==> src/hw/rtl/lfd_pkg.sv <==
package lfd_pkg;

  localparam int unsigned HDR_BYTES   = 4;
  localparam int unsigned MAX_RESULTS = 64;
  localparam int unsigned RES_W       = 7;

  // configuration register indexes
  localparam logic [1:0] CFG_SYNC_FIRST  = 2'd0;
  localparam logic [1:0] CFG_SYNC_SECOND = 2'd1;
  localparam logic [1:0] CFG_STALL_TICKS = 2'd2;

  localparam logic [7:0] SYNC_FIRST_RST  = 8'd148;
  localparam logic [7:0] SYNC_SECOND_RST = 8'd195;
  localparam logic [7:0] STALL_TICKS_RST = 8'd2;

  typedef enum logic {
    CMD_BYTE,
    CMD_TICK
  } cmd_kind_t;

  typedef struct packed {
    cmd_kind_t  kind;
    logic [7:0] data;
  } cmd_t;

  typedef enum logic [3:0] {
    ST_IDLE,
    ST_P0,
    ST_C0,
    ST_C1,
    ST_C2,
    ST_C3,
    ST_EMIT,
    ST_RSYNC,
    ST_SCAN
  } eng_state_t;

endpackage

==> src/hw/rtl/lfd_front.sv <==
module lfd_front (
  input  logic              clk,
  input  logic              rst,
  input  logic              in_valid,
  output logic              in_stall,
  input  logic              op,
  input  logic [7:0]        rx_byte,
  output logic              q_valid,
  output lfd_pkg::cmd_t     q_cmd,
  input  logic              q_pop
);

  lfd_pkg::cmd_t entries [2];
  logic          wr_ptr;
  logic          rd_ptr;
  logic [1:0]    count;
  logic          push;
  lfd_pkg::cmd_t cmd_in;

  assign in_stall = (count == 2'd2);
  assign push     = in_valid && !in_stall;
  assign q_valid  = (count != 2'd0);
  assign q_cmd    = entries[rd_ptr];

  // classify the transfer into a byte or a tick command
  always_comb begin
    cmd_in.kind = op ? lfd_pkg::CMD_TICK : lfd_pkg::CMD_BYTE;
    cmd_in.data = rx_byte;
  end

  always_ff @(posedge clk) begin
    if (rst) begin
      wr_ptr <= 1'b0;
      rd_ptr <= 1'b0;
      count  <= 2'd0;
    end else begin
      if (push) begin
        wr_ptr <= !wr_ptr;
      end
      if (q_pop) begin
        rd_ptr <= !rd_ptr;
      end
      case ({push, q_pop})
        2'b10:   count <= count + 2'd1;
        2'b01:   count <= count - 2'd1;
        default: count <= count;
      endcase
    end
  end

  always_ff @(posedge clk) begin
    if (push) begin
      entries[wr_ptr] <= cmd_in;
    end
  end

endmodule

==> src/hw/rtl/lfd_engine.sv <==
module lfd_engine #(
  parameter int unsigned BUF_DEPTH = 64
) (
  input  logic              clk,
  input  logic              rst,
  input  logic              cfg_write,
  input  logic [1:0]        cfg_index,
  input  logic [7:0]        cfg_data,
  input  logic              q_valid,
  input  lfd_pkg::cmd_t     q_cmd,
  output logic              q_pop,
  output logic              out_valid,
  input  logic              out_stall,
  output logic [7:0]        frame_byte,
  output logic              frame_last,
  output logic [5:0]        payload_length
);

  localparam int unsigned AW = $clog2(BUF_DEPTH);
  localparam int unsigned CW = $clog2(BUF_DEPTH + 1);
  localparam int unsigned SW = AW + 1;
  localparam logic [SW-1:0] Depth   = SW'(BUF_DEPTH);
  localparam logic [CW-1:0] DepthC  = CW'(BUF_DEPTH);
  localparam logic [15:0]   MaxPlen = 16'(BUF_DEPTH - lfd_pkg::HDR_BYTES);
  localparam logic [CW-1:0] HdrC    = CW'(lfd_pkg::HDR_BYTES);
  localparam logic [lfd_pkg::RES_W-1:0] MaxRes = lfd_pkg::RES_W'(lfd_pkg::MAX_RESULTS);

  logic [7:0] mem [BUF_DEPTH];
  logic [7:0] rdata;

  logic [7:0] sync_first;
  logic [7:0] sync_second;
  logic [7:0] stall_ticks;

  lfd_pkg::eng_state_t state, state_next;
  logic [AW-1:0] head, head_next;
  logic [CW-1:0] fill, fill_next;
  logic [7:0]    idle_ticks, idle_ticks_next;
  logic [CW-1:0] off, off_next;
  logic [CW-1:0] total, total_next;
  logic [5:0]    plen6, plen6_next;
  logic [7:0]    len_hi, len_hi_next;
  logic [lfd_pkg::RES_W-1:0] res_cnt, res_cnt_next;
  logic          out_valid_next;
  logic          load_out;

  logic [AW-1:0] raddr;
  logic          mem_we;
  logic [AW-1:0] waddr;
  logic [15:0]   plen;
  logic [7:0]    tick_inc;
  logic          show;
  logic          advance;
  logic          last_byte;

  function automatic logic [AW-1:0] wrap_addr(input logic [AW-1:0] base,
                                              input logic [CW-1:0] ofs);
    logic [SW-1:0] s;
    s = SW'(base) + SW'(ofs);
    if (s >= Depth) begin
      s = s - Depth;
    end
    return s[AW-1:0];
  endfunction

  assign plen      = {len_hi, rdata};
  assign tick_inc  = (idle_ticks == 8'hFF) ? idle_ticks : idle_ticks + 8'd1;
  assign waddr     = wrap_addr(head, fill);
  assign show      = (res_cnt < MaxRes);
  assign advance   = !show || !out_valid || !out_stall;
  assign last_byte = ((off + CW'(1)) == total);

  always_comb begin
    state_next      = state;
    head_next       = head;
    fill_next       = fill;
    idle_ticks_next = idle_ticks;
    off_next        = off;
    total_next      = total;
    plen6_next      = plen6;
    len_hi_next     = len_hi;
    res_cnt_next    = res_cnt;
    out_valid_next  = out_valid && out_stall;
    load_out        = 1'b0;
    q_pop           = 1'b0;
    mem_we          = 1'b0;
    raddr           = head;

    unique case (state)
      lfd_pkg::ST_IDLE: begin
        if (q_valid) begin
          q_pop        = 1'b1;
          res_cnt_next = '0;
          if (q_cmd.kind == lfd_pkg::CMD_BYTE) begin
            if (fill < DepthC) begin
              mem_we    = 1'b1;
              fill_next = fill + CW'(1);
            end
            idle_ticks_next = 8'd0;
            state_next      = lfd_pkg::ST_P0;
          end else if (fill == '0) begin
            idle_ticks_next = 8'd0;
          end else if (tick_inc >= stall_ticks) begin
            idle_ticks_next = 8'd0;
            state_next      = lfd_pkg::ST_RSYNC;
          end else begin
            idle_ticks_next = tick_inc;
            state_next      = lfd_pkg::ST_P0;
          end
        end
      end

      lfd_pkg::ST_P0: begin
        if (fill == '0) begin
          idle_ticks_next = 8'd0;
          state_next      = lfd_pkg::ST_IDLE;
        end else begin
          state_next = lfd_pkg::ST_C0;
        end
      end

      lfd_pkg::ST_C0: begin
        if (rdata != sync_first) begin
          state_next = lfd_pkg::ST_RSYNC;
        end else if (fill < CW'(2)) begin
          state_next = lfd_pkg::ST_IDLE;
        end else begin
          raddr      = wrap_addr(head, CW'(1));
          state_next = lfd_pkg::ST_C1;
        end
      end

      lfd_pkg::ST_C1: begin
        if (rdata != sync_second) begin
          state_next = lfd_pkg::ST_RSYNC;
        end else if (fill < HdrC) begin
          state_next = lfd_pkg::ST_IDLE;
        end else begin
          raddr      = wrap_addr(head, CW'(2));
          state_next = lfd_pkg::ST_C2;
        end
      end

      lfd_pkg::ST_C2: begin
        len_hi_next = rdata;
        raddr       = wrap_addr(head, CW'(3));
        state_next  = lfd_pkg::ST_C3;
      end

      lfd_pkg::ST_C3: begin
        if (plen > MaxPlen) begin
          state_next = lfd_pkg::ST_RSYNC;
        end else begin
          total_next = plen[CW-1:0] + HdrC;
          plen6_next = plen[5:0];
          if (fill < total_next) begin
            state_next = lfd_pkg::ST_IDLE;
          end else begin
            off_next   = '0;
            state_next = lfd_pkg::ST_EMIT;
          end
        end
      end

      lfd_pkg::ST_EMIT: begin
        raddr = wrap_addr(head, off);
        if (advance) begin
          if (show) begin
            load_out       = 1'b1;
            out_valid_next = 1'b1;
            res_cnt_next   = res_cnt + lfd_pkg::RES_W'(1);
          end
          if (last_byte) begin
            // frame out: drop it from the store and reparse
            head_next  = wrap_addr(head, total);
            fill_next  = fill - total;
            off_next   = '0;
            state_next = lfd_pkg::ST_P0;
          end else begin
            off_next = off + CW'(1);
            raddr    = wrap_addr(head, off + CW'(1));
          end
        end
      end

      lfd_pkg::ST_RSYNC: begin
        if (fill <= CW'(1)) begin
          fill_next  = '0;
          state_next = lfd_pkg::ST_P0;
        end else begin
          off_next   = CW'(1);
          raddr      = wrap_addr(head, CW'(1));
          state_next = lfd_pkg::ST_SCAN;
        end
      end

      lfd_pkg::ST_SCAN: begin
        if (rdata == sync_first) begin
          head_next  = wrap_addr(head, off);
          fill_next  = fill - off;
          state_next = lfd_pkg::ST_P0;
        end else if ((off + CW'(1)) >= fill) begin
          fill_next  = '0;
          state_next = lfd_pkg::ST_P0;
        end else begin
          off_next = off + CW'(1);
          raddr    = wrap_addr(head, off + CW'(1));
        end
      end

      default: begin
        state_next = lfd_pkg::ST_IDLE;
      end
    endcase
  end

  always_ff @(posedge clk) begin
    if (rst) begin
      state       <= lfd_pkg::ST_IDLE;
      head        <= '0;
      fill        <= '0;
      idle_ticks  <= 8'd0;
      off         <= '0;
      res_cnt     <= '0;
      out_valid   <= 1'b0;
      sync_first  <= lfd_pkg::SYNC_FIRST_RST;
      sync_second <= lfd_pkg::SYNC_SECOND_RST;
      stall_ticks <= lfd_pkg::STALL_TICKS_RST;
    end else begin
      state      <= state_next;
      head       <= head_next;
      fill       <= fill_next;
      idle_ticks <= idle_ticks_next;
      off        <= off_next;
      res_cnt    <= res_cnt_next;
      out_valid  <= out_valid_next;
      if (cfg_write) begin
        unique case (cfg_index)
          lfd_pkg::CFG_SYNC_FIRST:  sync_first  <= cfg_data;
          lfd_pkg::CFG_SYNC_SECOND: sync_second <= cfg_data;
          lfd_pkg::CFG_STALL_TICKS: stall_ticks <= cfg_data;
          default: begin
          end
        endcase
      end
    end
  end

  always_ff @(posedge clk) begin
    total  <= total_next;
    plen6  <= plen6_next;
    len_hi <= len_hi_next;
    if (load_out) begin
      frame_byte     <= rdata;
      frame_last     <= last_byte;
      payload_length <= plen6;
    end
  end

  // byte store: one write port, one registered read port
  always_ff @(posedge clk) begin
    if (mem_we) begin
      mem[waddr] <= q_cmd.data;
    end
    rdata <= mem[raddr];
  end

endmodule

==> src/hw/rtl/length_framed_deframer_with_resync.sv <==
// Deframer for a byte stream of frames: two sync bytes, a big-endian 16-bit
// payload length, then the payload.
// Input channel (in_valid / in_stall): op 0 carries a received byte in
// rx_byte, op 1 is one timer tick. A two-entry command queue sits in front
// of the parse engine, so up to two transfers are taken while it is busy.
// Output channel (out_valid / out_stall): one transfer per frame byte,
// header included, frame_last on the final byte, payload_length with each.
// Configuration (cfg_write, cfg_index, cfg_data): sync_first, sync_second and
// stall_ticks; write only while the block is idle.
// Each item runs through the parse sequencer, which reads the store one
// byte per cycle while the output is not stalled. A resync scans the stored
// bytes for sync_first; a complete frame is emitted byte by byte. At most
// 64 frame bytes are output per queued command; the rest are dropped.
// When out_stall is high on a valid output byte, the output register holds
// it and the sequencer waits; the input queue keeps taking transfers until full.
// Reset (rst, synchronous) empties the store and queue and restores the
// register defaults; the store contents need no clearing.
module length_framed_deframer_with_resync #(
  parameter int unsigned BUF_DEPTH = 64
) (
  input  logic       clk,
  input  logic       rst,
  input  logic       cfg_write,
  input  logic [1:0] cfg_index,
  input  logic [7:0] cfg_data,
  input  logic       in_valid,
  output logic       in_stall,
  input  logic       op,
  input  logic [7:0] rx_byte,
  output logic       out_valid,
  input  logic       out_stall,
  output logic [7:0] frame_byte,
  output logic       frame_last,
  output logic [5:0] payload_length
);

  logic          q_valid;
  lfd_pkg::cmd_t q_cmd;
  logic          q_pop;

  lfd_front u_front (
    .clk      (clk),
    .rst      (rst),
    .in_valid (in_valid),
    .in_stall (in_stall),
    .op       (op),
    .rx_byte  (rx_byte),
    .q_valid  (q_valid),
    .q_cmd    (q_cmd),
    .q_pop    (q_pop)
  );

  lfd_engine #(
    .BUF_DEPTH (BUF_DEPTH)
  ) u_engine (
    .clk            (clk),
    .rst            (rst),
    .cfg_write      (cfg_write),
    .cfg_index      (cfg_index),
    .cfg_data       (cfg_data),
    .q_valid        (q_valid),
    .q_cmd          (q_cmd),
    .q_pop          (q_pop),
    .out_valid      (out_valid),
    .out_stall      (out_stall),
    .frame_byte     (frame_byte),
    .frame_last     (frame_last),
    .payload_length (payload_length)
  );

endmodule
==> config.mk <==
export PLATFORM = sky130hd
export DESIGN_NAME = length_framed_deframer_with_resync
export DESIGN_NICKNAME = d
export VERILOG_FILES = /design/src/hw/rtl/lfd_pkg.sv /design/src/hw/rtl/lfd_front.sv /design/src/hw/rtl/lfd_engine.sv /design/src/hw/rtl/length_framed_deframer_with_resync.sv
export SDC_FILE = /design/constraint.sdc
export NUM_CORES = 1
export LEC_CHECK = 0
export ABC_AREA = 1
export BUFFER_PORTS_ARGS = -buffer_cell sky130_fd_sc_hd__buf_2
export CORE_ASPECT_RATIO = 1.75
export CORE_MARGIN = 10
export CORE_UTILIZATION = 35
export DETAILED_ROUTE_END_ITERATION = 8
export SLEW_MARGIN = 5
export SYNTH_ARGS = -nofsm -noshare
export SYNTH_HDL_FRONTEND = slang
export SYNTH_SLANG_ARGS = --single-unit
==> constraint.sdc <==
create_clock -name clk -period 4.2 [get_ports clk]
set_input_delay 1.05 -clock clk [delete_from_list [all_inputs] [get_ports clk]]
set_output_delay 1.05 -clock clk [all_outputs]
set_load 0.1 [all_outputs]
Yosys cells after proc, flatten, opt, wreduce, memory -nomap -nowiden
Memory sizes are Yosys's and may differ from the RTL's. A register that Yosys moved wholly into a read port is not among the register bits. Cells that the tools add are included. W data, S select, Z words.

Memory bits (writable): 530. Bits in registers: 104. Bits of input ports: 24. Memories kept: 2. Output and inout bits: 17. Logic and storage cells: 211.

Reductions and logical operators: 30. Bitwise gates (word level): 1. $add $sub $neg: 23. Multiplexer cells: 86. $lt $le $gt $ge: 16. Equality and inequality tests: 34.

Memories: u_engine.mem (words 64, bits a word 8, read ports 1, clocked after memory_dff 1, write ports 1, RTL line lfd_engine.sv:28) `logic [7:0] mem [BUF_DEPTH];`; u_front.entries (words 2, bits a word 9, read ports 1, clocked after memory_dff 1, write ports 1, RTL line lfd_front.sv:13) `lfd_pkg::cmd_t entries [2];`.

Operators by type and width (count): $mux W7 (18); $mux W6 (19); $pmux W7 S4 (2); $ge A7 B7 Y1 const B (7); $mux W8 (6); $mux W4 (11); $sub A6 B1 Y6 const B (7); $pmux W4 S9 (1); $pmux W6 S6 (1); $add A6 B7 Y7 (4); $add A7 B1 Y7 const B (3); $mux W1 (19); $eq A4 B3 Y1 const B (4); $gt A16 B6 Y1 const B (1); $ne A8 B8 Y1 (2); $pmux W8 S2 (1); $add A6 B2 Y7 const B (2); $lt A7 B7 Y1 const B (2); $ne A2 B1 Y1 const B (7); $ne A2 B2 Y1 const B (7); $pmux W7 S2 (1); $sub A7 B7 Y7 (2); $pmux W6 S2 (1); $reduce_bool A2 Y1 (5); other kinds (38) (57).

Depth between registers and ports, before layout
Gate-level depths: netlist of run 1.

Depth in word-level cells: 8. Depth in mapped cells: 29. Mapped depth without buffers: 27.

Modules after synthesis
Synthesis of run 1 repeated with hierarchy kept, for this count alone.

Cell total of the unflattened synthesis: 3296. Area, all modules: 31336.3 um^2.

By module, submodules not included: lfd_engine (area each 30425.4 um^2, seq. area each 17837.1 um^2, cells an instance 3232, times used 1); lfd_front (area each 910.9 um^2, seq. area each 640.6 um^2, cells an instance 64, times used 1).

Least setup slack after synthesis of run 1
OpenSTA, ideal clock, no wires.

Kind: reg-to-reg. Start point: reg u_engine.off[1]. End point: reg u_engine.rdata[6], read port of u_engine.mem. Path buffers: 1. Stages on the path, launching flop included: 26. Data required time: 4.141 ns. Data arrival time: 3.280 ns. Library setup time: 0.059 ns. Path slack: 0.861 ns. Period minus slack after synthesis: 3.339 ns. Cells stage by stage: dfxtp_1 -> ha_1 -> nand2_1 -> nor2_1 -> nand3_1 -> nand2_1 -> inv_1 -> ha_1 -> nand2_1 -> inv_1 -> a21oi_1 -> nand3_1 -> nand2_1 -> inv_1 -> nor2_1 -> nand2_1 -> o21ai_0 -> nand3_1 -> inv_2 -> clkbuf_1 -> nand3_1 -> nand3_1 -> nand3_1 -> nand2_1 -> nand2_1 -> nand2_1.

Cells in the longest elaborated chain, start to end: 7. Elaborated cells between the ends (all ways): 16. Classes of those cells: add/sub: 5; order compare: 3; eq/ne: 1; mux: 7.

Ends and longest elaborated chain: start: declaration (RTL line lfd_engine.sv:39) `logic [CW-1:0] off, off_next;`; start signal: assignment (RTL line lfd_engine.sv:234) `off <= off_next;`; $add A7 B1 Y7; $add A6 B7 Y7 (RTL line lfd_engine.sv:59) `s = SW'(base) + SW'(ofs);`; $sub A6 B1 Y6 / $ge A7 B7 Y1 (equally long branches) (RTL line lfd_engine.sv:61, lfd_engine.sv:60); $mux W6 (RTL line lfd_engine.sv:60) `if (s >= Depth) begin`; $mux W6 (on tied branches) (RTL line lfd_engine.sv:202, lfd_engine.sv:173); $mux W6 (on tied branches) (RTL line lfd_engine.sv:198, lfd_engine.sv:167); $pmux W6 S6 * (RTL line lfd_engine.sv:89) `unique case (state)`; end: declaration (RTL line lfd_engine.sv:29) `logic [7:0] rdata;`.

Every way passes the cells marked *; elsewhere a longest branch is shown, timed or not. A chain may end at the register's enable or synchronous reset.

Worst setup path in the final report of run 1
Start point: reg u_engine.off[0]. End point: reg u_engine.rdata[3], read port of u_engine.mem.

The elaborated chain is that of the path after synthesis.

==> impl_metrics.yaml, run 1 <==
routing:
  met1_length_mm: 30.90
  drt_iter0_markers: 1743
  dr.max_layer_used: "met4"
  dr.pass1.iters: 6
  wl_per_cell_um: 22.25
  via_per_inst: 5.399
  wl_mm: 88.67
  drc: 0
  routed-wl-met2_mm: 46.32
  vias: 21520
  drtAntennaViolNets: 0
  routed-wl-met3_mm: 4.224
placement:
  placed_cells: 3865
  preCtsSetupSlack_ps: 126.9
  hpwlAfterDp_mm: 57.06
  io_buffers: 40
  gp_congestion: 0.9532
worst_setup_path:
  endpoint_kind: "flip-flop"
  crit_slowest_cell: "ha_1"
  cpPeakStageDelay_ps: 350
  critPathLaunchType: "flip-flop"
  cp.arrival_ps: 4470
  r2r_setup_slack_ps: 270
  worstSetupPathType: "reg -> reg"
  crit_path_frequent_cell: "nand2_1"
  crit_path_max_fanout: 32
  worst_r2r_path_depth: 29
  required_ps: 4750
cells_and_area:
  multiInputGateArea_sq_um: 9572
  regArea_sq_um: 18480
  fillerInstances: 7836
  syn_to_final_growth_pct: 15.53
  drive_gt1_share_pct: 12.20
  final_nets: 2973
  final_core_util_pct: 40.86
  final_cells: 3985
yosys:
  yosys.area.top_type_share_pct: 58.21
  ys_ff_latch: 641
  seq_area_frac_synth_pct: 63.51
  synth_edf_count: 564
  synth_largest_area_cell: "edfxtp_1"
  synthFlopType: "edfxtp_1"
  syn-num-nets: 2861
  synth_area_leaders: "edfxtp_1, nand3_1, nand2_1, dfxtp_1, ha_1"
  yosys_warnings: 0
  ys_async_sr_fraction_pct: 0
  synth_commonest_cells: "nand3_1, edfxtp_1, nand2_1"
  avgSynthCellArea_sq_um: 10.51
  synth_cell_type_count: 47
  synth_most_common_cell: "nand3_1"
  netlist_area_sq_um: 29090
  synthCells: 2769
floorplan:
  core_area_sq_um: 82260
  die_w_um: 237.9
  rows: 139
  die_h_um: 401.4
  dieArea_sq_um: 95510
  initial_core_util_pct: 35.37
  io_pins: 41
global_routing:
  antenna_found_initial: 0
  grt_pass1_wl_mm: 130.8
  grt_pass1_vias: 21400
  grt_max_degree: 85
  grt.overflow.total: 0
  grt.total_usage_pct: 17.87
cts:
  clkSinkCount: 641
  clkTransAtPathRegs_ps: 70
  ctsHtreeMaxLevel: 2
  cts_made_buffers: 56
  clockRootBuffer: "clkbuf_16"
  clock_latency_ps: 670
  cts_hold_buf: 0
  cts.path.max_buffers: 3
  cts_tree: "done"
hold_path:
  hold-path-cell-count: 0
  hp-class: "reg -> reg"
sta:
  finalWorstSetupSlack_ps: 274.9
  rsz0062_at_grt: "true"
  tightestPinTransition_ps: 917.8
  final_hold_viol_count: 0
  finClkSkew_ps: 40.04
  drv_slew: 0
  finalSetupTns_ps: 0
  layout_min_cycle_time_ps: 3925
  finalSetupViolCount: 0
  finalCritPeriodShare_pct: 93.46
  max_freq_mhz: 254.8
  slew_headroom_pct: 38.82
pwr:
  p_sw_share_pct: 36.30
  p_per_area_nw_per_um2: 598.3
  seq_power_share_pct: 40.4
  p_comb_share_pct: 32.6
  peakVddDrop_mv: 0.4027
  intPower_mw: 12.81
  static-leakage-power_nw: 12.53
  clkPwrFrac_pct: 27.0
  switching_power_mw: 7.300
job:
  cap_violations: 0
run_status:
  status: "completed"
-- critical path, delay by kind of cell (launching register included) --
family                     cells  cell delay [ps]
and+or+nand+nor               18             1650
buffers and inverters          8             1100
adders and majority gates      2              560
DFF                            1              320
AOI/OAI and AO/OA              1              150
-- worst paths after layout --
path                                startpoint                                   end
hold / removal     u_engine.plen6[4]$_DFFE_PP_  u_engine.payload_length[4]$_DFFE_PP_
setup reg to reg  u_engine.off[0]$_SDFFE_PP0P_             u_engine.rdata[3]$_DFF_P_
setup / recovery  u_engine.off[0]$_SDFFE_PP0P_             u_engine.rdata[3]$_DFF_P_
hold reg to reg    u_engine.plen6[4]$_DFFE_PP_  u_engine.payload_length[4]$_DFFE_PP_
-- through the flow --
step	total power, mW	cell area, sq um	hold slack, ps
after global placement	14.41	31350	401.9
final	20.11	33610	421.5
after global routing	20.94	33610	432.4
after CTS	19.85	33240	419.0
after floorplan	11.97	29090	400.3
after detailed placement	14.46	31350	404.5
-- registers in the layout, summed over array words and instances (netlist names), 2 cells and up, named ones only --
name / cells
u_engine.head: 6
u_engine.idle_ticks: 8
u_engine.frame_byte: 8
u_front.entries: 18
u_engine.len_hi: 8
u_engine.sync_second: 8
u_engine.rdata: 8
u_engine.plen6: 6
u_engine.stall_ticks: 8
u_front.count: 2
u_engine.mem: 512
u_engine.state: 4
u_engine.sync_first: 8
u_engine.fill: 7
u_engine.res_cnt: 7
u_engine.payload_length: 6
u_engine.off: 7
u_engine.total: 5
-- cells by family after synthesis --
| family | count (synthesis) | share of synthesized area, % |
|---|---|---|
| and+or+nand+nor | 1553 | 24.05 |
| xor gates and xnor gates | 54 | 1.626 |
| muxes | 1 | 0.03870 |
| DFF | 641 | 63.51 |
| buffers and inverters | 285 | 4.395 |
| adders and majority gates | 68 | 3.079 |
| AOI/OAI and AO/OA | 167 | 3.299 |
-- metal layers --
layer | up-vias | track usage [%]
met4 | 0 | 13.22
met1 | 10470 | 18.54
met5 | - | 0
met3 | 259 | 2.257
li1 | 10060 | -
met2 | 733 | 32.43
-- cell type report --
class                   count  share of cell area, %
diodes                      1               0.007445
flip-flops and latches    641                  54.98
multi-input cells        1845                  28.48
repair buffers            200                  5.424
inverters                 137                  1.537
well taps                1057                  3.935
clock inverters            37                  1.288
clock buffers              67                  4.352
-- power groups by stage --
stage	Clock [mW]	Combinational, mW	Sequential (mW)
floorplan	0	3.79	8.18
global route	5.72	7.09	8.13
finish	5.42	6.56	8.12
global placement	0	6.15	8.26
CTS	5.51	6.22	8.12
detailed placement	0	6.20	8.26
-- cells in the final DEF, fill, tap and decap left out, types with 6 or more instances in the layout --
| master | netlist | routed |
|---|---|---|
| xor2_1 | 27 | 27 |
| nand4_1 | 11 | 11 |
| nor2_2 | 3 | 6 |
| nor3_1 | 16 | 15 |
| edfxtp_1 | 564 | 564 |
| buf_4 | 30 | 130 |
| nand3_2 | 1 | 21 |
| clkinv_1 | 3 | 10 |
| dfxtp_1 | 77 | 76 |
| o21ai_0 | 50 | 50 |
| nand2_1 | 513 | 503 |
| buf_2 | 64 | 40 |
| ha_1 | 62 | 62 |
| nand3_1 | 801 | 778 |
| nor2_1 | 178 | 174 |
| a22oi_1 | 6 | 6 |
| xnor2_1 | 27 | 27 |
| fa_1 | 6 | 6 |
| clkbuf_16 | 0 | 61 |
| bufinv_16 | 0 | 8 |
| clkinv_2 | 0 | 12 |
| a21oi_1 | 67 | 66 |
| buf_12 | 0 | 20 |
| nand2_2 | 6 | 15 |
| a31oi_1 | 7 | 7 |
| inv_1 | 128 | 128 |
| clkbuf_1 | 51 | 9 |
| a211oi_1 | 11 | 11 |
-- timing repair --
action | in CTS | in global routing
resized for setup | 0 | 33
setup buffers | 0 | 8
endpoints found under the setup margin | 0 | 9
No activity file was read; power rests on OpenSTA's default activity.
==> inputs of run 2 (changes only) <==
--- a/config.mk
+++ b/config.mk
@@ -6,11 +6,11 @@
 export NUM_CORES = 1
 export LEC_CHECK = 0
 export ABC_AREA = 1
-export BUFFER_PORTS_ARGS = -buffer_cell sky130_fd_sc_hd__buf_2
 export CORE_ASPECT_RATIO = 1.75
 export CORE_MARGIN = 10
 export CORE_UTILIZATION = 35
 export DETAILED_ROUTE_END_ITERATION = 8
+export DONT_BUFFER_PORTS = 1
 export SLEW_MARGIN = 5
 export SYNTH_ARGS = -nofsm -noshare
 export SYNTH_HDL_FRONTEND = slang
==> run 2 against run 1 <==
Combinational power shrank 3%. Clock power shrank 3%. Hold slack gained 0.80 ps. Non-clock buffer count shrank 71. Via count shrank 1.8%. Sequential share of layout area grew 0.90 points. Critical path type unchanged. Largest cell class unchanged.
==> impl_metrics.yaml, run 2 (synthesized netlist as in run 1, its figures left out) <==
worst_setup_path:
  crit_path_frequent_cell: "nand2_1"
  crit_buf_inv: 5
  crit_path_max_fanout: 38
  worstSetupPathType: "reg -> reg"
  critPathLaunchType: "flip-flop"
  cpPeakStageDelay_ps: 360
  r2r_setup_slack_ps: 170
  endpoint_kind: "flip-flop"
  crit_family: "simple AND/OR/NAND/NOR gates"
  required_ps: 4730
  crit_slowest_cell: "ha_1"
  cp.arrival_ps: 4560
routing:
  wl_mm: 88.26
  drt_iter0_markers: 1663
  vias: 21140
  wl_per_cell_um: 22.59
  dr.pass1.iters: 6
  drc: 0
  drtAntennaViolNets: 0
  via_per_inst: 5.411
sta:
  finClkSkew_ps: 65.79
  finalCritPeriodShare_pct: 95.89
  finalSetupViolCount: 0
  tightestPinTransition_ps: 1094
  max_freq_mhz: 248.3
  final_hold_viol_count: 0
  rsz0062_at_grt: "true"
  layout_min_cycle_time_ps: 4027
  drv_slew: 0
  finalSetupTns_ps: 0
  slew_headroom_pct: 27.07
cts:
  cts_made_buffers: 55
  cts.path.max_buffers: 3
  cts_tree: "done"
  clkSinkCount: 641
  clock_latency_ps: 660
  clkTransAtPathRegs_ps: 70
  ctsHtreeMaxLevel: 2
  clockRootBuffer: "clkbuf_16"
cells_and_area:
  stdcell_area_sq_um: 33070
  largest_register: "u_engine.mem"
  final_cells: 3907
  diodes: 0
  drive_gt1_share_pct: 9.614
  syn_to_final_growth_pct: 13.68
  top_regs: "u_engine.mem (512), u_front.entries (18)"
  final_nets: 2901
  largest_register_ffs: 512
  final_cell_mix: "nand3_1, edfxtp_1, nand2_1"
  final_core_util_pct: 40.20
  layout_commonest_cell: "nand3_1"
pwr:
  p_sw_share_pct: 36.46
  p_per_area_nw_per_um2: 596.7
  intPower_mw: 12.54
  p_comb_share_pct: 32.3
  peakVddDrop_mv: 0.4123
  switching_power_mw: 7.194
  finalPower_mw: 19.73
  seq_power_share_pct: 41.1
  static-leakage-power_nw: 12.19
  clkPwrFrac_pct: 26.5
global_routing:
  antenna_found_initial: 1
  grt.overflow.total: 0
  grt_pass1_wl_mm: 128.3
  grt_max_degree: 178
  grt.total_usage_pct: 17.63
  grt_pass1_vias: 20820
placement:
  io_buffers: 0
  gp_congestion: 0.9320
  placed_cells: 3798
  place_area_sq_um: 30890
  hpwlAfterDp_mm: 55.86
floorplan:
  rows: 139
  die_w_um: 237.9
  dieArea_sq_um: 95510
  io_pins: 41
  initial_core_util_pct: 35.37
  core_area_sq_um: 82260
  die_h_um: 401.4
hold_path:
  hp-class: "reg -> reg"
job:
  cap_violations: 0
run_status:
  status: "completed"
run 2: power by group through the flow:
stage | registers (mW) | logic (mW) | clock network [mW]
after CTS | 8.11 | 5.96 | 5.33
after floorplan | 8.18 | 3.79 | 0
after detailed placement | 8.25 | 5.95 | 0
after global routing | 8.13 | 6.89 | 5.56
after global placement | 8.25 | 5.91 | 0
final | 8.11 | 6.38 | 5.24
run 2: final timing paths:
| kind | from | to | cells after the start |
|---|---|---|---|
| hold / removal | u_engine.plen6[3]$_DFFE_PP_ | u_engine.payload_length[3]$_DFFE_PP_ | 0 |
| setup reg to reg | u_engine.off[0]$_SDFFE_PP0P_ | u_engine.rdata[2]$_DFF_P_ | 27 |
| setup / recovery | u_engine.off[0]$_SDFFE_PP0P_ | u_engine.rdata[2]$_DFF_P_ | 27 |
| hold reg to reg | u_engine.plen6[3]$_DFFE_PP_ | u_engine.payload_length[3]$_DFFE_PP_ | 0 |
run 2: routing by layer:
layer	vias to the layer above	wire, um	global-route usage, %
met3	240	4223	2.209
met2	718	47230	32.76
met4	0	6837	12.70
met5	-	0	0
met1	10260	29970	17.76
li1	9918	-	-
run 2: timing repair:
| item | in CTS | in global routing |
|---|---|---|
| setup endpoints to repair | 0 | 15 |
| resized for setup | 0 | 38 |
| setup buffers | 0 | 4 |
| hold buffers | 0 | 0 |
run 2: final cells by class:
type	instances	area [sq um]
fillers	7792	49190
flip-flops and latches	641	18480
multi-input cells	1845	9573
clock buffers	65	1435
repair buffers	129	1379
well taps	1057	1323
inverters	137	516.7
clock inverters	33	366.6
run 2: per-stage QoR:
step | worst slack (ps) | hold WS [ps]
6_report | 172.6 | 422.3
5_1_grt | -7.629 | 427.5
4_1_cts | 79.31 | 416.2
3_5_place_dp | 118.2 | 404.5
3_3_place_gp | 139.8 | 403.1
2_1_floorplan | 860.7 | 400.3
run 2: worst reg2reg max path, cell delays in order, from the launching register on:
cell and delay [ps]:
dfxtp_1 320, ha_1 210, buf_4 140, nand3_1 70
nand2_1 70, nand2_1 90, inv_1 120, ha_1 360
nand2_1 70, nand2_1 50, a21oi_1 150, nand3_2 140
nand2_1 90, inv_1 40, nor2_2 130, nor2_1 70
nor2_2 160, nand3_4 220, buf_12 230, clkbuf_16 230
nand3_1 110, nand3_1 110, nand3_1 100, nand3_1 270
nand3_1 180, nand2_1 60, nand2_1 60, nand2_1 50
